**config.mk**
```make
export PLATFORM = sky130hd
export DESIGN_NAME = space_telemetry_packet_builder_core
export DESIGN_NICKNAME = d
export VERILOG_FILES = /design/src/sv/stpb_pkg.sv /design/src/sv/stpb_front.sv /design/src/sv/stpb_queue.sv /design/src/sv/stpb_back.sv /design/src/sv/space_telemetry_packet_builder_core.sv
export SDC_FILE = /design/constraint.sdc
export NUM_CORES = 1
export LEC_CHECK = 0
export ABC_CLOCK_PERIOD_IN_PS = 5000
export BUFFER_PORTS_ARGS = -buffer_cell sky130_fd_sc_hd__buf_2
export CAP_MARGIN = 40
export CORE_MARGIN = 3
export CORE_UTILIZATION = 45
export DETAILED_ROUTE_END_ITERATION = 16
export GPL_TIMING_DRIVEN = 0
export PLACE_DENSITY = 0.64
export SETUP_SLACK_MARGIN = 0.5
export SYNTH_ARGS = -nofsm -noshare
export SYNTH_HDL_FRONTEND = slang
export SYNTH_HIERARCHICAL = 1
export SYNTH_SLANG_ARGS = --single-unit
export TNS_END_PERCENT = 50
```
**constraint.sdc**
```tcl
create_clock -name clk_i -period 5 [get_ports clk_i]
set_input_delay 0.5 -clock clk_i [delete_from_list [all_inputs] [get_ports clk_i]]
set_output_delay 0.5 -clock clk_i [all_outputs]
set_load 0.05 [all_outputs]
```
**src/sv/stpb_pkg.sv**
```systemverilog
`timescale 1ns / 1ps
// ---------------------------------------------------------------------------
// Telemetry packet builder package
// Shared widths, codes, command type and byte-level helpers for the
// front end, command queue and back end of the packet builder.
// ---------------------------------------------------------------------------
package stpb_pkg;

  // Configuration register indexes
  localparam logic [1:0] CfgOwnApid    = 2'd0;
  localparam logic [1:0] CfgMaxDataLen = 2'd1;
  localparam logic [1:0] CfgBufCap     = 2'd2;

  // Configuration reset values
  localparam logic [10:0] OwnApidReset    = 11'd0;
  localparam logic [7:0]  MaxDataLenReset = 8'd213;
  localparam logic [7:0]  BufCapReset     = 8'd255;

  // Input operation codes
  localparam logic OpStart = 1'b0;
  localparam logic OpData  = 1'b1;

  // Packet framing constants
  localparam int unsigned HdrBytes     = 14;
  localparam logic [8:0]  NonDataBytes = 9'd16;
  localparam logic [15:0] PlenOffset   = 16'd9;
  localparam logic [13:0] SeqMax       = 14'd16383;
  localparam logic [13:0] ForeignSeq   = 14'd255;
  localparam logic [15:0] CrcInit      = 16'hFFFF;
  localparam logic [15:0] CrcPoly      = 16'h1021;
  localparam logic [7:0]  VersionBits  = 8'h08;
  localparam logic [7:0]  SeqFlagBits  = 8'hC0;
  localparam logic [7:0]  PusVersion   = 8'h10;

  // Command queue depth
  localparam int unsigned QueueDepth = 4;
  localparam int unsigned QueuePtrW  = $clog2(QueueDepth);
  localparam int unsigned QueueCntW  = $clog2(QueueDepth + 1);

  // Back-end byte positions
  localparam logic [3:0] HdrFirstIdx = 4'd0;
  localparam logic [3:0] HdrLastIdx  = 4'd13;
  localparam logic [3:0] HdrCrcHiIdx = 4'd14;
  localparam logic [3:0] HdrCrcLoIdx = 4'd15;
  localparam logic [3:0] DatByteIdx  = 4'd0;
  localparam logic [3:0] DatCrcHiIdx = 4'd1;
  localparam logic [3:0] DatCrcLoIdx = 4'd2;

  typedef enum logic [1:0] {
    StOk       = 2'd0,
    StTooMuch  = 2'd1,
    StBufSmall = 2'd2,
    StNoPacket = 2'd3
  } status_e;

  typedef enum logic [1:0] {
    CmdErr  = 2'd0,
    CmdHdr  = 2'd1,
    CmdData = 2'd2
  } cmd_kind_e;

  // One classified item handed from front to back
  typedef struct packed {
    cmd_kind_e   kind;
    status_e     status;
    logic [10:0] apid;
    logic [13:0] seq;
    logic [7:0]  stype;
    logic [7:0]  ssub;
    logic [31:0] ctime;
    logic [7:0]  len;
    logic [7:0]  dbyte;
    logic        last;
  } cmd_t;

  // Queue status seen by the front and back
  typedef struct packed {
    logic full;
    logic empty;
  } queue_stat_t;

  // CRC-16-CCITT over one byte, MSB first
  function automatic logic [15:0] crc_byte(input logic [15:0] crc, input logic [7:0] b);
    logic [15:0] c;
    c = crc ^ {b, 8'h00};
    for (int i = 0; i < 8; i++) begin
      c = c[15] ? ((c << 1) ^ CrcPoly) : (c << 1);
    end
    return c;
  endfunction

  // Header byte at position idx of a start command
  function automatic logic [7:0] hdr_byte(input cmd_t cmd, input logic [3:0] idx);
    logic [15:0] plen;
    logic [7:0]  b;
    plen = {8'h00, cmd.len} + PlenOffset;
    case (idx)
      4'd0:    b = VersionBits | {5'b0, cmd.apid[10:8]};
      4'd1:    b = cmd.apid[7:0];
      4'd2:    b = SeqFlagBits | {2'b0, cmd.seq[13:8]};
      4'd3:    b = cmd.seq[7:0];
      4'd4:    b = plen[15:8];
      4'd5:    b = plen[7:0];
      4'd6:    b = PusVersion;
      4'd7:    b = cmd.stype;
      4'd8:    b = cmd.ssub;
      4'd9:    b = cmd.ctime[31:24];
      4'd10:   b = cmd.ctime[23:16];
      4'd11:   b = cmd.ctime[15:8];
      4'd12:   b = cmd.ctime[7:0];
      default: b = 8'h00;
    endcase
    return b;
  endfunction

endpackage

```
**src/sv/stpb_front.sv**
```systemverilog
`timescale 1ns / 1ps
// ---------------------------------------------------------------------------
// Packet builder front end
// Holds configuration, sequence counter and open-packet tracking; checks
// each transfer and pushes one classified command into the queue.
// ---------------------------------------------------------------------------
module stpb_front (
  input  logic                  clk_i,
  input  logic                  rst_ni,
  input  logic                  cfg_we_i,
  input  logic [1:0]            cfg_index_i,
  input  logic [10:0]           cfg_data_i,
  input  logic                  in_valid_i,
  output logic                  in_stall_o,
  input  logic                  operation_i,
  input  logic [10:0]           apid_i,
  input  logic [7:0]            service_type_i,
  input  logic [7:0]            service_subtype_i,
  input  logic [31:0]           coarse_time_i,
  input  logic [7:0]            data_length_i,
  input  logic [7:0]            data_byte_i,
  input  stpb_pkg::queue_stat_t q_stat_i,
  output logic                  q_push_o,
  output stpb_pkg::cmd_t        q_cmd_o
);

  logic [10:0] own_apid_q, own_apid_d;
  logic [7:0]  max_len_q, max_len_d;
  logic [7:0]  buf_cap_q, buf_cap_d;
  logic [13:0] seq_q, seq_d;
  logic [7:0]  rem_q, rem_d;
  logic        open_q, open_d;
  logic        accept;
  logic [8:0]  need;
  logic [13:0] seq_next;

  assign in_stall_o = q_stat_i.full;
  assign accept     = in_valid_i && !q_stat_i.full;
  assign q_push_o   = accept;
  assign need       = {1'b0, data_length_i} + stpb_pkg::NonDataBytes;
  assign seq_next   = (seq_q >= stpb_pkg::SeqMax) ? 14'd0 : seq_q + 14'd1;

  // Decode configuration writes
  always_comb begin
    own_apid_d = own_apid_q;
    max_len_d  = max_len_q;
    buf_cap_d  = buf_cap_q;
    if (cfg_we_i) begin
      unique case (cfg_index_i)
        stpb_pkg::CfgOwnApid:    own_apid_d = cfg_data_i;
        stpb_pkg::CfgMaxDataLen: max_len_d  = cfg_data_i[7:0];
        stpb_pkg::CfgBufCap:     buf_cap_d  = cfg_data_i[7:0];
        default: ;
      endcase
    end
  end

  // Classify the transfer and advance packet state
  always_comb begin
    seq_d   = seq_q;
    rem_d   = rem_q;
    open_d  = open_q;
    q_cmd_o = '{
      kind:   stpb_pkg::CmdErr,
      status: stpb_pkg::StOk,
      apid:   apid_i,
      seq:    stpb_pkg::ForeignSeq,
      stype:  service_type_i,
      ssub:   service_subtype_i,
      ctime:  coarse_time_i,
      len:    data_length_i,
      dbyte:  data_byte_i,
      last:   1'b0
    };
    if (operation_i == stpb_pkg::OpStart) begin
      open_d = 1'b0;
      rem_d  = 8'd0;
      if (data_length_i > max_len_q) begin
        q_cmd_o.status = stpb_pkg::StTooMuch;
      end else if ({1'b0, buf_cap_q} < need) begin
        q_cmd_o.status = stpb_pkg::StBufSmall;
      end else begin
        q_cmd_o.kind = stpb_pkg::CmdHdr;
        q_cmd_o.last = (data_length_i == 8'd0);
        if (apid_i == own_apid_q) begin
          seq_d       = seq_next;
          q_cmd_o.seq = seq_next;
        end
        open_d = (data_length_i != 8'd0);
        rem_d  = data_length_i;
      end
    end else if (!open_q) begin
      q_cmd_o.status = stpb_pkg::StNoPacket;
    end else begin
      q_cmd_o.kind = stpb_pkg::CmdData;
      q_cmd_o.last = (rem_q == 8'd1);
      rem_d        = rem_q - 8'd1;
      open_d       = (rem_q != 8'd1);
    end
  end

  // Hold configuration and packet state
  always_ff @(posedge clk_i or negedge rst_ni) begin
    if (!rst_ni) begin
      own_apid_q <= stpb_pkg::OwnApidReset;
      max_len_q  <= stpb_pkg::MaxDataLenReset;
      buf_cap_q  <= stpb_pkg::BufCapReset;
      seq_q      <= 14'd0;
      rem_q      <= 8'd0;
      open_q     <= 1'b0;
    end else begin
      own_apid_q <= own_apid_d;
      max_len_q  <= max_len_d;
      buf_cap_q  <= buf_cap_d;
      if (accept) begin
        seq_q  <= seq_d;
        rem_q  <= rem_d;
        open_q <= open_d;
      end
    end
  end

`ifndef SYNTHESIS
  // An open packet always has bytes left to come
  assert property (@(posedge clk_i) disable iff (!rst_ni) open_q |-> rem_q != 8'd0)
    else $error("open packet with zero bytes remaining");
  // The counter moves only on an accepted start of the own APID
  assert property (@(posedge clk_i) disable iff (!rst_ni)
    !(accept && operation_i == stpb_pkg::OpStart) |=> $stable(seq_q))
    else $error("sequence counter moved without a start");
`endif

endmodule

```
**src/sv/stpb_queue.sv**
```systemverilog
`timescale 1ns / 1ps
// ---------------------------------------------------------------------------
// Packet builder command queue
// Short FIFO of classified commands between front end and back end.
// ---------------------------------------------------------------------------
module stpb_queue (
  input  logic                  clk_i,
  input  logic                  rst_ni,
  input  logic                  push_i,
  input  stpb_pkg::cmd_t        cmd_i,
  input  logic                  pop_i,
  output stpb_pkg::cmd_t        head_o,
  output stpb_pkg::queue_stat_t stat_o
);

  stpb_pkg::cmd_t                      entries_q [stpb_pkg::QueueDepth];
  logic [stpb_pkg::QueuePtrW-1:0]      wr_ptr_q, rd_ptr_q;
  logic [stpb_pkg::QueueCntW-1:0]      count_q;

  localparam logic [stpb_pkg::QueueCntW-1:0] Depth =
    stpb_pkg::QueueCntW'(stpb_pkg::QueueDepth);
  localparam logic [stpb_pkg::QueuePtrW-1:0] LastPtr =
    stpb_pkg::QueuePtrW'(stpb_pkg::QueueDepth - 1);

  assign head_o       = entries_q[rd_ptr_q];
  assign stat_o.full  = (count_q == Depth);
  assign stat_o.empty = (count_q == '0);

  // Store pushed commands
  always_ff @(posedge clk_i) begin
    if (push_i) begin
      entries_q[wr_ptr_q] <= cmd_i;
    end
  end

  // Advance pointers and fill count
  always_ff @(posedge clk_i or negedge rst_ni) begin
    if (!rst_ni) begin
      wr_ptr_q <= '0;
      rd_ptr_q <= '0;
      count_q  <= '0;
    end else begin
      if (push_i) begin
        wr_ptr_q <= (wr_ptr_q == LastPtr) ? '0 : wr_ptr_q + 1'b1;
      end
      if (pop_i) begin
        rd_ptr_q <= (rd_ptr_q == LastPtr) ? '0 : rd_ptr_q + 1'b1;
      end
      case ({push_i, pop_i})
        2'b10:   count_q <= count_q + 1'b1;
        2'b01:   count_q <= count_q - 1'b1;
        default: count_q <= count_q;
      endcase
    end
  end

`ifndef SYNTHESIS
  assert property (@(posedge clk_i) disable iff (!rst_ni) push_i |-> !stat_o.full)
    else $error("push into full command queue");
  assert property (@(posedge clk_i) disable iff (!rst_ni) pop_i |-> !stat_o.empty)
    else $error("pop from empty command queue");
  assert property (@(posedge clk_i) disable iff (!rst_ni) count_q <= Depth)
    else $error("command queue count overflow");
`endif

endmodule

```
**src/sv/stpb_back.sv**
```systemverilog
`timescale 1ns / 1ps
// ---------------------------------------------------------------------------
// Packet builder back end
// Expands queued commands into output bytes one per cycle unless stalled,
// runs the packet CRC and drives the registered output channel.
// ---------------------------------------------------------------------------
module stpb_back (
  input  logic                  clk_i,
  input  logic                  rst_ni,
  input  stpb_pkg::cmd_t        head_i,
  input  stpb_pkg::queue_stat_t q_stat_i,
  output logic                  pop_o,
  output logic                  out_valid_o,
  input  logic                  out_stall_i,
  output logic [7:0]            out_byte_o,
  output logic                  packet_end_o,
  output logic [1:0]            status_o
);

  logic [3:0]  cnt_q, cnt_d;
  logic [15:0] crc_q, crc_d;
  logic        out_valid_q, out_valid_d;
  logic [7:0]  out_byte_q, byte_d;
  logic        out_end_q, end_d;
  logic [1:0]  out_status_q, status_d;
  logic        adv, fire, done;
  logic [7:0]  hbyte;

  assign adv   = !out_valid_q || !out_stall_i;
  assign fire  = adv && !q_stat_i.empty;
  assign pop_o = fire && done;
  assign hbyte = stpb_pkg::hdr_byte(head_i, cnt_q);

  // Select the byte at the current position of the head command
  always_comb begin
    byte_d   = 8'h00;
    end_d    = 1'b0;
    status_d = stpb_pkg::StOk;
    crc_d    = crc_q;
    done     = 1'b0;
    case (head_i.kind)
      stpb_pkg::CmdHdr: begin
        if (cnt_q == stpb_pkg::HdrCrcHiIdx) begin
          byte_d = crc_q[15:8];
        end else if (cnt_q == stpb_pkg::HdrCrcLoIdx) begin
          byte_d = crc_q[7:0];
          end_d  = 1'b1;
          crc_d  = stpb_pkg::CrcInit;
          done   = 1'b1;
        end else begin
          byte_d = hbyte;
          crc_d  = stpb_pkg::crc_byte(
                     (cnt_q == stpb_pkg::HdrFirstIdx) ? stpb_pkg::CrcInit : crc_q, hbyte);
          done   = (cnt_q == stpb_pkg::HdrLastIdx) && !head_i.last;
        end
      end
      stpb_pkg::CmdData: begin
        if (cnt_q == stpb_pkg::DatByteIdx) begin
          byte_d = head_i.dbyte;
          crc_d  = stpb_pkg::crc_byte(crc_q, head_i.dbyte);
          done   = !head_i.last;
        end else if (cnt_q == stpb_pkg::DatCrcHiIdx) begin
          byte_d = crc_q[15:8];
        end else begin
          byte_d = crc_q[7:0];
          end_d  = 1'b1;
          crc_d  = stpb_pkg::CrcInit;
          done   = 1'b1;
        end
      end
      default: begin
        end_d    = 1'b1;
        status_d = head_i.status;
        done     = 1'b1;
      end
    endcase
  end

  // Step through positions and load the output register
  always_comb begin
    cnt_d       = cnt_q;
    out_valid_d = out_valid_q;
    if (fire) begin
      out_valid_d = 1'b1;
      cnt_d       = done ? 4'd0 : cnt_q + 4'd1;
    end else if (adv) begin
      out_valid_d = 1'b0;
    end
  end

  always_ff @(posedge clk_i or negedge rst_ni) begin
    if (!rst_ni) begin
      cnt_q       <= 4'd0;
      crc_q       <= stpb_pkg::CrcInit;
      out_valid_q <= 1'b0;
    end else begin
      cnt_q       <= cnt_d;
      out_valid_q <= out_valid_d;
      if (fire) begin
        crc_q <= crc_d;
      end
    end
  end

  // Output payload, held while stalled
  always_ff @(posedge clk_i) begin
    if (fire) begin
      out_byte_q   <= byte_d;
      out_end_q    <= end_d;
      out_status_q <= status_d;
    end
  end

  assign out_valid_o  = out_valid_q;
  assign out_byte_o   = out_byte_q;
  assign packet_end_o = out_end_q;
  assign status_o     = out_status_q;

`ifndef SYNTHESIS
  // Error results are single zero bytes closing the packet
  assert property (@(posedge clk_i) disable iff (!rst_ni)
    out_valid_q && out_status_q != stpb_pkg::StOk |-> out_end_q && out_byte_q == 8'h00)
    else $error("malformed error result");
  // A finished command restarts the position counter
  assert property (@(posedge clk_i) disable iff (!rst_ni) pop_o |=> cnt_q == 4'd0)
    else $error("position counter not cleared after command");
  // The position never runs past the CRC low byte of a data command
  assert property (@(posedge clk_i) disable iff (!rst_ni)
    !q_stat_i.empty && head_i.kind == stpb_pkg::CmdData |-> cnt_q <= stpb_pkg::DatCrcLoIdx)
    else $error("data command position out of range");
`endif

endmodule

```
**src/sv/space_telemetry_packet_builder_core.sv**
```systemverilog
`timescale 1ns / 1ps
// ---------------------------------------------------------------------------
// Telemetry packet builder core
// Builds space packets with a PUS telemetry header and a CRC-16-CCITT trailer.
// ---------------------------------------------------------------------------
// Input channel (in_valid_i / in_stall_o): a start transfer carries APID,
// service type/subtype, coarse time and data length; a data transfer carries
// one source byte. Output channel (out_valid_o / out_stall_i) delivers one
// packet byte per transfer with packet_end_o and status_o.
// Configuration writes (cfg_we_i, cfg_index_i, cfg_data_i) are taken at any
// edge and are meant for an idle block.
// The first result of a transfer is written into the command queue and then
// loaded into the output register once the back end reaches it. An accepted
// data byte yields that byte, the last data byte also the two CRC bytes, an
// accepted start the header bytes (and the CRC bytes with zero data length),
// a rejected start or stray byte a single zero result byte. The single
// byte-wide output register paces the output; a four-entry command queue lets
// the input side run ahead of the output side.
// Reset clears the queue, output valid flag, sequence counter and packet state
// and loads the configuration defaults. When the receiver stalls, the output
// holds; input is stalled only once the command queue is full.
// ---------------------------------------------------------------------------
module space_telemetry_packet_builder_core (
  input  logic        clk_i,
  input  logic        rst_ni,
  input  logic        cfg_we_i,
  input  logic [1:0]  cfg_index_i,
  input  logic [10:0] cfg_data_i,
  input  logic        in_valid_i,
  output logic        in_stall_o,
  input  logic        operation_i,
  input  logic [10:0] apid_i,
  input  logic [7:0]  service_type_i,
  input  logic [7:0]  service_subtype_i,
  input  logic [31:0] coarse_time_i,
  input  logic [7:0]  data_length_i,
  input  logic [7:0]  data_byte_i,
  output logic        out_valid_o,
  input  logic        out_stall_i,
  output logic [7:0]  out_byte_o,
  output logic        packet_end_o,
  output logic [1:0]  status_o
);

  stpb_pkg::queue_stat_t q_stat;
  stpb_pkg::cmd_t        q_cmd, q_head;
  logic                  q_push, q_pop;

  // Classify incoming transfers
  stpb_front u_front (
    .clk_i             (clk_i),
    .rst_ni            (rst_ni),
    .cfg_we_i          (cfg_we_i),
    .cfg_index_i       (cfg_index_i),
    .cfg_data_i        (cfg_data_i),
    .in_valid_i        (in_valid_i),
    .in_stall_o        (in_stall_o),
    .operation_i       (operation_i),
    .apid_i            (apid_i),
    .service_type_i    (service_type_i),
    .service_subtype_i (service_subtype_i),
    .coarse_time_i     (coarse_time_i),
    .data_length_i     (data_length_i),
    .data_byte_i       (data_byte_i),
    .q_stat_i          (q_stat),
    .q_push_o          (q_push),
    .q_cmd_o           (q_cmd)
  );

  // Buffer commands between the two sides
  stpb_queue u_queue (
    .clk_i  (clk_i),
    .rst_ni (rst_ni),
    .push_i (q_push),
    .cmd_i  (q_cmd),
    .pop_i  (q_pop),
    .head_o (q_head),
    .stat_o (q_stat)
  );

  // Emit packet bytes
  stpb_back u_back (
    .clk_i        (clk_i),
    .rst_ni       (rst_ni),
    .head_i       (q_head),
    .q_stat_i     (q_stat),
    .pop_o        (q_pop),
    .out_valid_o  (out_valid_o),
    .out_stall_i  (out_stall_i),
    .out_byte_o   (out_byte_o),
    .packet_end_o (packet_end_o),
    .status_o     (status_o)
  );

endmodule
```
-- After elaboration in Yosys (flattened, before gate mapping)
Memories as Yosys holds them, arrays and structs flattened.
Index checks and enable logic that the tools add are counted.
- add/subtract/negate cells: 9
- order comparisons: 3
- equal/unequal tests: 30
- muxes and demuxes: 69
- bitwise operators: 21
- reduce and logical (&&, ||, !) cells: 25
- operator list (kind ; number):
    $mux 13 ; 16
    $pmux 8 s13 ; 1
    $mux 16 ; 5
    $mux 14 ; 5
    $mux 8 ; 8
    $not 3->3 ; 16
    $eq 4x4->1 const B ; 8
    $pmux 16 s2 ; 1
    $xor 16x16->16 ; 2
    $mux 1 ; 21
    $eq 4x3->1 const B ; 4
    $pmux 8 s2 ; 1
    $add 14x1->14 const B ; 1
    $ge 14x14->1 const B ; 1
    $mux 2 ; 6
    $eq 11x11->1 ; 1
    $eq 2x2->1 const B ; 5
    $add 8x4->9 const B ; 1
    $add 8x5->9 const B ; 1
    $lt 8x9->1 ; 1
    $eq 4x2->1 const B ; 2
    $eq 8x1->1 const B ; 1
    $gt 8x8->1 ; 1
    $logic_not 8->1 ; 1
    other kinds (28) ; 47
- register bits: 89
- memory bits (writable): 376
- bits of input ports: 94
- output and inout port bits: 13
- logic and storage cells: 173
- memories kept: 1
- memories (memory ; words ; bits a word ; read ports ; clocked after memory_dff ; wr ports ; RTL line ; source):
    u_queue.entries_q ; 4 ; 94 ; 1 ; 0 ; 1 ; stpb_queue.sv:16 ; stpb_pkg::cmd_t entries_q [stpb_pkg::QueueDepth];

-- Logic depth before layout (Yosys ltp)
An unclocked memory read counts as a cell.
- depth in word-level cells: 23
- mapped depth: 15
- depth with buffers taken out: 13

-- Modules after synthesis
The synthesis kept the hierarchy.
- by module, submodules not included (module ; instances ; cells an instance ; area each (um2) ; seq. area each (um2)):
    stpb_queue ; 1 ; 530 ; 14018.4 ; 11466.0
    stpb_front ; 1 ; 385 ; 3663.5 ; 1267.5
    stpb_back ; 1 ; 388 ; 3269.4 ; 875.8

-- Least setup slack after synthesis
OpenSTA, ideal clock, no wires.
- path kind: register to register
- start: register u_queue/count_q[0] (netlist name)
- end: memory u_queue/entries_q[3][0] (netlist name), enable pin
- setup time: 0.463 ns
- arrival: 3.238 ns
- data required time: 4.537 ns
- setup slack: 1.299 ns
- stages on the path, launching flop included: 6
- buffers on the path: 1
- clock period less this slack: 3.701 ns
- cells stage by stage: dfrtp_1 > inv_1 > and3_1 > nor2b_1 > clkbuf_1 > and2_1
- RTL lines (item ; RTL line ; source):
    start, declared ; stpb_queue.sv:18 ; logic [stpb_pkg::QueueCntW-1:0] count_q;
    start signal, assigned ; stpb_queue.sv:50 ; 2'b10: count_q <= count_q + 1'b1;
    start signal, assigned ; stpb_queue.sv:51 ; 2'b01: count_q <= count_q - 1'b1;
    start signal, assigned ; stpb_queue.sv:52 ; default: count_q <= count_q;
    end, declared ; stpb_queue.sv:16 ;

==> results.py <==
metrics = {
    "clock_network": {
        "postCtsResizedCells": 0,
        "clk_latency_ps": 580,
        "cts.sinks": 465,
        "cts_buffer_depth": 3,
        "tritoncts": "yes",
        "cts-buffers-inserted": 49,
        "cts_root_buf": "clkbuf_16",
        "clk_pin_slew_ps": 60,
        "htree_levels": 2,
    },
    "sta": {
        "drv_slew": 0,
        "fin_crit_sh_pct": 80.3,
        "fin_skew_ps": 18.5,
        "clock.fmax_ghz": 0.249,
        "setup_viol": 0,
        "min_period_ps": 4020,
        "hold_viol_final": 0,
        "rsz0062_at_grt": "no",
        "slew_headroom_pct": 44.2,
        "tightest_slew_ps": 837,
    },
    "yosys": {
        "ys_seq_area_share_pct": 65.0,
        "synth_top_cell_by_area": "edfxtp_1",
        "synthCells": 1303,
        "synth_edf_count": 387,
        "syn_area_per_cell_um2": 16.1,
        "ys_top_cells_by_count": "387 x edfxtp_1, 95 x mux4_2, 83 x buf_4",
        "synth-async-reset-ratio_pct": 16.8,
        "yosys_warnings": 6,
        "synth_nets": 1431,
        "syn_area_um2": 21000,
        "synth_top_area_share_pct": 55.5,
        "synth_ff_type": "edfxtp_1",
        "synth_seq_cells": 465,
        "ys_types": 75,
        "yosysMostFrequentCell": "edfxtp_1",
        "synth_area_leaders": "edfxtp_1 55%, mux4_2 10%, dfrtp_1 5.9%, dfstp_2 3.6%, buf_4 3.0%",
    },
    "worst_setup_path": {
        "critPathKind": "register to register",
        "path_max_fanout": 10,
        "rr_endpoint": "u_back/crc_q[14]$_DFFE_PN1P_",
        "reg2regPathDepth": 11,
        "rrSetupSlack_ps": 980,
        "r2r_start": "u_queue/rd_ptr_q[1]$_DFFE_PN0P_",
        "cpPeakStageDelay_ps": 640,
        "slowest_stage": "clkbuf_1",
        "crit_required_ps": 5510,
        "crit_top_cell": "a21oi_1",
        "arrival_ps": 4530,
        "cp-start-kind": "register",
        "endpoint_kind": "register",
        "path_cells": "buf_2 -> clkbuf_1 -> mux4_2 -> ha_1 -> a21oi_1 -> or3_1 -> a21oi_1 -> nor4_4 -> xnor3_1 -> a221oi_1 -> a21o_1",
    },
    "routing": {
        "drt_iter0_drc": 1002,
        "wirelength_um": 47500,
        "vias_per_cell": 5.67,
        "post_drt_wl_per_cell_um": 23.1,
        "drtAntennaViolNets": 0,
        "dr.pass1.iters": 7,
        "drc": 0,
        "vias": 11700,
    },
    "global_routing": {
        "grt_pass1_wl_um": 73200,
        "grt_max_degree": 49,
        "antenna_found_initial": 3,
        "overflow": 0,
        "grt_use_total_pct": 19.4,
        "grt_pass1_vias": 12000,
    },
    "placement": {
        "dpl_cell_area_um2": 22200,
        "io_buffers": 50,
        "place_congestion": 0.886,
        "dp_hpwl_um": 32900,
    },
    "min_path": {
        "hold_path.class": "input port to register",
        "min_from": "coarse_time_i[1]",
        "hold-path-cell-count": 1,
        "worstHoldEndpoint": "u_queue/entries_q[3][18]$_DFFE_PP_",
    },
    "floorplanning": {
        "core.rowCount": 78,
        "die_x_um": 222,
        "fp.coreArea_um2": 45700,
        "io_pins": 107,
        "initial_core_util_pct": 45.9,
        "die-height_um": 222,
        "die_area_um2": 49200,
    },
    "layout": {
        "drive_gt1_share_pct": 29.0,
        "post-route-util_pct": 52.2,
        "nets": 1542,
        "final_area_um2": 23800,
        "area_delta_synth_final_pct": 13.8,
    },
    "power_and_ir_drop": {
        "leakagePower_nw": 8.36,
        "ir_drop_mv": 0.321,
        "powerDensity_nw_per_um2": 631,
    },
    "run": {
        "drv_cap": 0,
    },
    "outcome": {
        "status": "finished clean",
    },
}
-- metal layers --
layer  vias up  GRT usage (%)  part of all wire [%]
li1       5240              -                     -
met1      5947           27.0                    43
met2       385           31.4                    49
met3        76           3.92                   6.5
met4         2           5.47                   2.1
met5         -              0                 0.019
-- through the flow --
step	instances	setup TNS, ps	hold WS [ps]	power (mW)	setup WS (ps)
finish	2056	0	121	15.0	983
global route	2056	0	101	15.9	735
CTS	2054	0	85.7	15.2	954
detailed placement	1962	0	480	11.5	992
global placement	1953	-321420	482	11.4	-906
floorplan	1303	0	204	9.76	1300
-- what timing repair did --
item	CTS	global route
endpoints found under the hold margin	14	0
hold buffers	1	0
buffers inserted	0	0
-- area by class of cell --
class	instances	area (µm²)
clock inverters	25	270
repair buffers	60	495
diodes	2	5.00
plain buffers	138	957
flip-flops and latches	465	13600
clock buffers	66	1360
well taps	600	751
fillers	3762	21800
multi-input cells	665	6260
inverters	35	135
-- report_power, final --
group	leakage [nW]	total, mW	internal, mW	switching [mW]
Clock	0.797	3.63	2.17	1.46
Combinational	3.15	5.94	2.50	3.44
Sequential	4.41	5.48	5.17	0.308
Total	8.36	15.0	9.84	5.21
-- critical path: cells and delay by family, from the launching register on --
family          cells  cell delay [ps]
xor+xnor            1              510
simple gates        2              730
fa+ha+maj           1              260
compound gates      4              810
buf+inv             2              790
flops               1              340
mux                 1              490
-- state kept, by name, summed over array words and instances (netlist names), 3 cells and up --
name                count
u_back/cnt_q            4
u_back/crc_q           16
u_back/out_byte_o       8
u_front/buf_cap_q       8
u_front/max_len_q       8
u_front/own_apid_q     11
u_front/rem_q           8
u_front/seq_q          14
u_queue/count_q         3
u_queue/entries_q     376
-- logic make-up (layout without fill, tap and decap cells) --
group	Yosys count	count (layout)	synth area share, %
other cells	0	2	0
compound gates	197	197	6.41
fa+ha+maj	34	34	2.07
mux	131	131	12.1
xor+xnor	82	82	3.79
simple gates	221	221	5.44
flops	465	465	65.0
buf+inv	173	324	5.21
-- cell usage in the layout, fill, tap and decap left out, types with 23 or more instances in the layout --
| cell type | netlist | layout |
|---|---|---|
| a21oi_1 | 33 | 33 |
| a22oi_1 | 24 | 24 |
| buf_2 | 23 | 72 |
| buf_4 | 83 | 84 |
| clkbuf_1 | 20 | 31 |
| clkbuf_16 | 0 | 50 |
| dfrtp_1 | 49 | 49 |
| dfstp_2 | 29 | 29 |
| edfxtp_1 | 387 | 387 |
| ha_1 | 33 | 33 |
| inv_1 | 33 | 33 |
| mux2_2 | 30 | 30 |
| mux4_2 | 95 | 95 |
| nand2_1 | 57 | 57 |
| nand3_1 | 23 | 23 |
| nor2_1 | 47 | 47 |
| o21ai_0 | 36 | 36 |
| xnor2_1 | 47 | 47 |
| xor2_1 | 30 | 30 |
-- worst max path at each step --
stage / start / endpoint / slack [ps] / cells after the start
floorplan: u_queue/count_q[0]$_DFFE_PN0P_ / u_queue/entries_q[3][0]$_DFFE_PP_ / 1300 / 5
finish: u_queue/rd_ptr_q[1]$_DFFE_PN0P_ / u_back/crc_q[14]$_DFFE_PN1P_ / 980 / 11
global route: u_queue/rd_ptr_q[1]$_DFFE_PN0P_ / u_back/crc_q[14]$_DFFE_PN1P_ / 740 / 11
global placement: u_queue/count_q[0]$_DFFE_PN0P_ / u_queue/entries_q[1][34]$_DFFE_PP_ / -910 / 5
detailed placement: u_queue/rd_ptr_q[1]$_DFFE_PN0P_ / u_back/crc_q[14]$_DFFE_PN1P_ / 990 / 11
CTS: u_queue/rd_ptr_q[1]$_DFFE_PN0P_ / u_back/crc_q[14]$_DFFE_PN1P_ / 950 / 11
Note: power is estimated with default switching activity, not from simulation.
